$ cat config.mk
export PLATFORM = sky130hd
export DESIGN_NAME = mtg_seq
export DESIGN_NICKNAME = d
export VERILOG_FILES = /design/src/rtl/mtg_pkg.sv /design/src/rtl/mtg_seq.sv
export SDC_FILE = /design/constraint.sdc
export NUM_CORES = 1
export LEC_CHECK = 0
export ABC_AREA = 1
export BUFFER_PORTS_ARGS = -buffer_cell sky130_fd_sc_hd__buf_2
export CORE_AREA = 2 2 178 180
export DETAILED_ROUTE_END_ITERATION = 10
export DIE_AREA = 0 0 180 182
export HOLD_SLACK_MARGIN = 0.05
export PLACE_DENSITY_LB_ADDON = 0.3
export SYNTH_ARGS = -nofsm -noshare
export SYNTH_HDL_FRONTEND = slang
export SYNTH_SLANG_ARGS = --single-unit
$ cat constraint.sdc
create_clock -name clk -period 5.95 [get_ports clk]
set_input_delay 0 -clock clk [delete_from_list [all_inputs] [get_ports clk]]
set_output_delay 0 -clock clk [all_outputs]
set_load 0.02 [all_outputs]
$ cat src/rtl/mtg_pkg.sv
package mtg_pkg;

  localparam int unsigned STATE_WORDS  = 624;
  localparam int unsigned TWIST_OFFSET = 397;
  localparam int unsigned IDX_W        = 10;
  localparam int unsigned WORD_W       = 32;

  localparam logic [IDX_W-1:0] LAST_IDX   = IDX_W'(STATE_WORDS - 1);
  localparam logic [IDX_W-1:0] FAR_LIMIT  = IDX_W'(STATE_WORDS - TWIST_OFFSET);
  localparam logic [IDX_W-1:0] FAR_OFFSET = IDX_W'(TWIST_OFFSET);

  localparam logic [WORD_W-1:0] TWIST_MAGIC  = 32'h9908_B0DF;
  localparam logic [WORD_W-1:0] SEED_MULT    = 32'd69069;
  localparam logic [WORD_W-1:0] DEFAULT_SEED = 32'd4357;
  localparam logic [WORD_W-1:0] UPPER_MASK   = 32'h8000_0000;
  localparam logic [WORD_W-1:0] LOWER_MASK   = 32'h7FFF_FFFF;
  localparam logic [WORD_W-1:0] TEMPER_B     = 32'h9D2C_5680;
  localparam logic [WORD_W-1:0] TEMPER_C     = 32'hEFC6_0000;

  // Input item codes
  localparam logic FUNC_DRAW = 1'b0;
  localparam logic FUNC_SEED = 1'b1;

  typedef enum logic [2:0] {
    ST_IDLE,
    ST_SEED,
    ST_PRIME,
    ST_REGEN_RD,
    ST_REGEN_WR,
    ST_FETCH,
    ST_DATA
  } state_t;

  // Store access request from the sequencer
  typedef struct packed {
    logic              we;
    logic [IDX_W-1:0]  waddr;
    logic [WORD_W-1:0] wdata;
    logic              re0;
    logic [IDX_W-1:0]  raddr0;
    logic              re1;
    logic [IDX_W-1:0]  raddr1;
  } store_req_t;

  function automatic logic [WORD_W-1:0] temper(input logic [WORD_W-1:0] y_in);
    logic [WORD_W-1:0] y;
    y = y_in;
    y = y ^ (y >> 11);
    y = y ^ ((y << 7) & TEMPER_B);
    y = y ^ ((y << 15) & TEMPER_C);
    return y ^ (y >> 18);
  endfunction

  function automatic logic [WORD_W-1:0] twist(input logic [WORD_W-1:0] cur,
                                              input logic [WORD_W-1:0] nxt,
                                              input logic [WORD_W-1:0] far);
    logic [WORD_W-1:0] mix;
    mix = (cur & UPPER_MASK) | (nxt & LOWER_MASK);
    return far ^ (mix >> 1) ^ (nxt[0] ? TWIST_MAGIC : '0);
  endfunction

endpackage

$ cat src/rtl/mtg_seq.sv
module mtg_seq (
  input  logic                        clk,
  input  logic                        rst_n,
  input  logic                        in_valid,
  output logic                        in_ready,
  input  logic                        in_func,
  input  logic [mtg_pkg::WORD_W-1:0]  in_seed_value,
  output logic                        out_valid,
  input  logic                        out_ready,
  output logic [mtg_pkg::WORD_W-1:0]  out_random_word,
  output mtg_pkg::store_req_t         req,
  input  logic [mtg_pkg::WORD_W-1:0]  rd0,
  input  logic [mtg_pkg::WORD_W-1:0]  rd1
);

  mtg_pkg::state_t state_r, state_nxt;

  logic [mtg_pkg::IDX_W-1:0]  k_r, k_nxt;
  logic [mtg_pkg::WORD_W-1:0] x_r, x_nxt;
  logic [mtg_pkg::WORD_W-1:0] cur_r, cur_nxt;
  logic [mtg_pkg::IDX_W-1:0]  read_idx_r, read_idx_nxt;
  logic [mtg_pkg::IDX_W-1:0]  words_left_r, words_left_nxt;
  logic                       seeded_r, seeded_nxt;
  logic                       draw_pend_r, draw_pend_nxt;
  logic                       out_valid_r, out_valid_nxt;
  logic [mtg_pkg::WORD_W-1:0] out_word_r, out_word_nxt;

  logic                       in_fire;
  logic [mtg_pkg::IDX_W-1:0]  next_idx;
  logic [mtg_pkg::IDX_W-1:0]  far_idx;
  logic [mtg_pkg::IDX_W-1:0]  draw_idx;
  logic [2*mtg_pkg::WORD_W-1:0] product;

  assign in_ready        = (state_r == mtg_pkg::ST_IDLE);
  assign in_fire         = in_valid && in_ready;
  assign out_valid       = out_valid_r;
  assign out_random_word = out_word_r;

  // Neighbor and far indices of the twist step
  assign next_idx = (k_r == mtg_pkg::LAST_IDX) ? '0 : k_r + 1'b1;
  assign far_idx  = (k_r >= mtg_pkg::FAR_LIMIT) ? k_r - mtg_pkg::FAR_LIMIT
                                                : k_r + mtg_pkg::FAR_OFFSET;
  // Wrap a stray read index back to the start
  assign draw_idx = (read_idx_r > mtg_pkg::LAST_IDX) ? '0 : read_idx_r;

  assign product = x_r * mtg_pkg::SEED_MULT;

  always_comb begin
    state_nxt      = state_r;
    k_nxt          = k_r;
    x_nxt          = x_r;
    cur_nxt        = cur_r;
    read_idx_nxt   = read_idx_r;
    words_left_nxt = words_left_r;
    seeded_nxt     = seeded_r;
    draw_pend_nxt  = draw_pend_r;
    out_word_nxt   = out_word_r;
    out_valid_nxt  = out_valid_r && !out_ready;
    req            = '0;

    unique case (state_r)
      mtg_pkg::ST_IDLE: begin
        if (in_fire) begin
          priority if (in_func == mtg_pkg::FUNC_SEED) begin
            x_nxt         = in_seed_value | 32'd1;
            k_nxt         = '0;
            draw_pend_nxt = 1'b0;
            state_nxt     = mtg_pkg::ST_SEED;
          end else if (words_left_r == '0) begin
            k_nxt = '0;
            if (!seeded_r) begin
              x_nxt         = mtg_pkg::DEFAULT_SEED | 32'd1;
              draw_pend_nxt = 1'b1;
              state_nxt     = mtg_pkg::ST_SEED;
            end else begin
              state_nxt = mtg_pkg::ST_PRIME;
            end
          end else begin
            // Plain draw: read the word now, deliver it once the output register is free
            req.re0        = 1'b1;
            req.raddr0     = draw_idx;
            read_idx_nxt   = draw_idx + 1'b1;
            words_left_nxt = words_left_r - 1'b1;
            state_nxt      = mtg_pkg::ST_DATA;
          end
        end
      end

      mtg_pkg::ST_SEED: begin
        req.we    = 1'b1;
        req.waddr = k_r;
        req.wdata = x_r;
        x_nxt     = product[mtg_pkg::WORD_W-1:0];
        k_nxt     = k_r + 1'b1;
        if (k_r == mtg_pkg::LAST_IDX) begin
          seeded_nxt     = 1'b1;
          words_left_nxt = '0;
          k_nxt          = '0;
          state_nxt      = draw_pend_r ? mtg_pkg::ST_PRIME : mtg_pkg::ST_IDLE;
        end
      end

      mtg_pkg::ST_PRIME: begin
        req.re0    = 1'b1;
        req.raddr0 = '0;
        state_nxt  = mtg_pkg::ST_REGEN_RD;
      end

      mtg_pkg::ST_REGEN_RD: begin
        // rd0 still holds the old word k
        cur_nxt    = rd0;
        req.re0    = 1'b1;
        req.raddr0 = next_idx;
        req.re1    = 1'b1;
        req.raddr1 = far_idx;
        state_nxt  = mtg_pkg::ST_REGEN_WR;
      end

      mtg_pkg::ST_REGEN_WR: begin
        req.we    = 1'b1;
        req.waddr = k_r;
        req.wdata = mtg_pkg::twist(cur_r, rd0, rd1);
        if (k_r == mtg_pkg::LAST_IDX) begin
          k_nxt          = '0;
          words_left_nxt = mtg_pkg::LAST_IDX;
          read_idx_nxt   = mtg_pkg::IDX_W'(1);
          state_nxt      = mtg_pkg::ST_FETCH;
        end else begin
          k_nxt     = k_r + 1'b1;
          state_nxt = mtg_pkg::ST_REGEN_RD;
        end
      end

      mtg_pkg::ST_FETCH: begin
        req.re0    = 1'b1;
        req.raddr0 = '0;
        state_nxt  = mtg_pkg::ST_DATA;
      end

      mtg_pkg::ST_DATA: begin
        // Hold until the output register is free
        if (!out_valid_r || out_ready) begin
          out_word_nxt  = mtg_pkg::temper(rd0);
          out_valid_nxt = 1'b1;
          state_nxt     = mtg_pkg::ST_IDLE;
        end
      end

      default: state_nxt = mtg_pkg::ST_IDLE;
    endcase
  end

  always_ff @(posedge clk) begin
    if (!rst_n) begin
      state_r      <= mtg_pkg::ST_IDLE;
      k_r          <= '0;
      read_idx_r   <= '0;
      words_left_r <= '0;
      seeded_r     <= 1'b0;
      draw_pend_r  <= 1'b0;
      out_valid_r  <= 1'b0;
    end else begin
      state_r      <= state_nxt;
      k_r          <= k_nxt;
      read_idx_r   <= read_idx_nxt;
      words_left_r <= words_left_nxt;
      seeded_r     <= seeded_nxt;
      draw_pend_r  <= draw_pend_nxt;
      out_valid_r  <= out_valid_nxt;
    end
  end

  always_ff @(posedge clk) begin
    x_r        <= x_nxt;
    cur_r      <= cur_nxt;
    out_word_r <= out_word_nxt;
  end

  a_seed_starts_fill: assert property (@(posedge clk) disable iff (!rst_n)
    in_fire && (in_func == mtg_pkg::FUNC_SEED) |=> state_r == mtg_pkg::ST_SEED)
    else $error("seed transfer did not start the fill");

  a_empty_draw_refills: assert property (@(posedge clk) disable iff (!rst_n)
    in_fire && (in_func == mtg_pkg::FUNC_DRAW) && (words_left_r == '0)
    |=> state_r == mtg_pkg::ST_SEED || state_r == mtg_pkg::ST_PRIME)
    else $error("draw from an empty store did not regenerate");

  a_result_from_data: assert property (@(posedge clk) disable iff (!rst_n)
    $rose(out_valid_r) |-> $past(state_r) == mtg_pkg::ST_DATA)
    else $error("result appeared outside the delivery step");

  a_words_left_range: assert property (@(posedge clk) disable iff (!rst_n)
    words_left_r <= mtg_pkg::LAST_IDX)
    else $error("words left exceeds store size");

endmodule

==> reports/metrics.csv <==
stage,metric,value,unit
status,status,finished clean,
critical_path,rrSetupSlack,280,ps
worst_hold_path,hold_depth,3,
logic_synthesis,syn_nets,2086,
critical_path,arrival,5790,ps
floorplan,pin_count,200,
critical_path,rr_worst_depth,21,
grt,grt_overflow,0,
routing,ant_nets,0,
worst_hold_path,min_to,out_random_word[6],
grt,antenna_found_initial,0,
critical_path,critPathKind,reg2reg,
logic_synthesis,yosys.area.top_type,fa_1,
final_layout,antenna_cells,0,
critical_path,worstPathCellList,ha_1 > xor2_1 > ha_1 > inv_1 > fa_1 > fa_1 > inv_1 > fa_1 > inv_1 > fa_1 > inv_1 > ha_1 > nand2_1 > nor2_1 > nand2_1 > o21ai_0 > nand2_1 > nand2_1 > nand2_1 > nand2_1 > o21ai_0,
logic_synthesis,synth.area.top_cells,"fa_1 (21%), ha_1 (15%), edfxtp_1 (14%)",
critical_path,crit_slowest_cell,edfxtp_1,
worst_hold_path,min_from,rd0[6],
clocking,clock_latency,370,ps
worst_hold_path,hold_class,in2reg,
flow_run,cap_violations,0,
placed_design,port_buffers,198,
final_layout,nNetsFinal,2331,
routing,drc_errors,0,
timing,clock_skew,7.410,ps
critical_path,rr_endpoint,x_r[21],
logic_synthesis,async_flop_share,0,%
grt,grt_pass1_vias,11690,
clocking,htreeDepth,3,
routing,drtPass1Iterations,7,
clocking,cts_sinks,100,
logic_synthesis,synthCells,1677,
logic_synthesis,synth.avg_cell_area,8.165,um^2
timing,tns,0,ps
routing,viasPerCell,5.085,
logic_synthesis,synth_edf_count,64,
floorplan,die_y,182,um
routing,dr_total_vias,11840,
timing,period_share,95.34,%
logic_synthesis,synth_cell_types,51,
grt,grt_start_max_net_pins,51,
timing,tightest_slew,1186,ps
critical_path,path_common_cell,nand2_1,
timing,finalHoldViolations,0,
logic_synthesis,ys_dominant_reg_cell,edfxtp_1,
floorplan,initial_core_util,44.19,%
timing,fmax,0.1763,GHz
floorplan,die_w,180,um
critical_path,start_kind,flop,
grt,grt_pass1_wl,62980,um
logic_synthesis,yosysSeqAreaShare,19.30,%
clocking,postCtsSetupBuffers,0,
floorplan,rows,65,
clocking,cts_tree,done,
logic_synthesis,synth_area,0.01369,mm^2
timing,rsz0062_at_grt,no,
floorplan,die-area,0.03276,mm^2
timing,min_period,5673,ps
floorplan,core,0.03099,mm^2
critical_path,required,6070,ps
critical_path,cp-end-kind,flop,
final_layout,drive_gt1_share,13.75,%
timing,slew_headroom,20.93,%
clocking,cts_made_buffers,9,
critical_path,max_stage_delay,620,ps
routing,wirelength,40310,um
logic_synthesis,synth_top_area_share,20.76,%
logic_synthesis,ys_warn_count,0,
final_layout,area_growth,16.49,%
critical_path,worstPathMaxFanout,8,
routing,dr.first_iter.drc_count,816,
clocking,clk_pin_slew_worst_paths,70,ps
placed_design,place_congestion,0.9614,
logic_synthesis,ys_ff_latch,100,
placed_design,post-dp-hpwl,33750,um
clocking,root_buffer,clkbuf_16,
routing,wl_per_cell,17.31,um
timing,slew_viol_final,0,
grt,grt_util_all_layers,24.63,%
timing,setup_viol,0,
clocking,cts_buffer_depth,2,
critical_path,worstReg2RegStart,x_r[5],
cells by family (layout without fill, tap and decap cells):
family                   after synthesis  after routing  synth area share [%]
AND/OR/NAND/NOR                      493            493                 15.36
AO/OA/AOI/OAI                        231            231                 9.632
adder cells (fa/ha/maj)              308            308                 35.93
buffers and inverters                418            668                 11.65
XOR/XNOR                             127            127                 8.124
flip-flops                           100            100                 19.30
critical path: cells and delay by family (launching register included):
kind,cells,cell delay [ps]
adder cells (fa/ha/maj),7,3130
AND/OR/NAND/NOR,7,850
flip-flops,1,620
AO/OA/AOI/OAI,2,440
XOR/XNOR,1,200
buffers and inverters,4,190
repair_timing:
action                                  in CTS  in global routing
gates resized for setup                      0                  1
endpoints found under the setup margin       0                  1
hold buffers                                44                  0
endpoints found under the hold margin       51                  0
layout make-up:
type | instances | area [um^2]
fill | 3046 | 15040
multi-input combinational | 1159 | 9474
sequential | 100 | 2643
timing repair buffer | 259 | 1559
inverter | 393 | 1475
tap | 402 | 503.0
clock buffer | 10 | 239.0
clock inverter | 6 | 56.30
registers in the layout, indices dropped and copies added, names as in the netlist:
register	count
cur_r	1
k_r	10
out_random_word	32
out_valid	1
read_idx_r	10
draw_pend_r	1
seeded_r	1
state_r	3
x_r	31
words_left_r	10
metrics by stage:
| step | instance area, um^2 | cells | utilization, % | worst slack, ps | hold WS, ps |
|---|---|---|---|---|---|
| 2_1_floorplan | 13690 | 1677 | - | 888.6 | 89.63 |
| 3_3_place_gp | 15210 | 2269 | 49.10 | 287.4 | 242.4 |
| 3_5_place_dp | 15210 | 2269 | 49.10 | 273.3 | 243.3 |
| 4_1_cts | 15950 | 2329 | 51.47 | 259.1 | 51.49 |
| 5_1_grt | 15950 | 2329 | 51.47 | 3.702 | 74.60 |
| 6_report | 15950 | 2329 | 51.47 | 277.2 | 70.56 |
worst max-delay path by stage:
stage | start | endpoint | slack (ps) | cells after the start
after floorplan | x_r[10] | x_r[19] | 890 | 19
after global placement | x_r[10] | x_r[22] | 290 | 17
after detailed placement | x_r[10] | x_r[22] | 270 | 17
after CTS | x_r[10] | x_r[22] | 260 | 17
after global routing | x_r[10] | x_r[21] | 4 | 22
final | x_r[5] | x_r[21] | 280 | 21
cell usage in the layout, fill, tap and decap left out, types with 4 or more instances in the layout:
master / synthesis / routed
inv_1: 383 / 383
nand2_1: 254 / 254
buf_2: 7 / 198
ha_1: 166 / 166
fa_1: 142 / 142
nor2_1: 134 / 132
o21ai_0: 90 / 90
a21oi_1: 89 / 89
xor2_1: 68 / 68
edfxtp_1: 64 / 64
xnor2_1: 59 / 59
nand3_1: 52 / 52
dlygate4sd3_1: 0 / 44
dfxtp_1: 36 / 36
nand4_1: 19 / 19
a22o_1: 17 / 17
buf_4: 0 / 17
inv_2: 9 / 9
clkbuf_16: 0 / 9
o22ai_1: 7 / 7
nor3_1: 6 / 6
nor2_2: 3 / 5
nor2_4: 5 / 5
a21o_1: 4 / 4
synth_stat cells (4+ instances only):
library cell / number
ha_1: 166
nand3_1: 52
a21oi_1: 89
xnor2_1: 59
a22o_1: 17
nor3_1: 6
o22ai_1: 7
edfxtp_1: 64
inv_1: 383
buf_2: 7
nor2_4: 5
nand2_1: 254
nand4_1: 19
inv_2: 9
fa_1: 142
dfxtp_1: 36
nor2_1: 134
xor2_1: 68
a31oi_1: 4
clkbuf_1: 11
o21ai_0: 90
a21o_1: 4
layer usage:
metal  global-route usage [%]  up-vias  routed length, um
met4                    4.163        0                487
met5                        0        -                  0
met3                    4.212       39               2734
met1                    33.49     5694              17690
li1                         -     5754                  -
met2                    41.76      357              19390
Power is not shown: default switching activity piles up to over one toggle a cycle in this logic, so the estimate is an artifact.
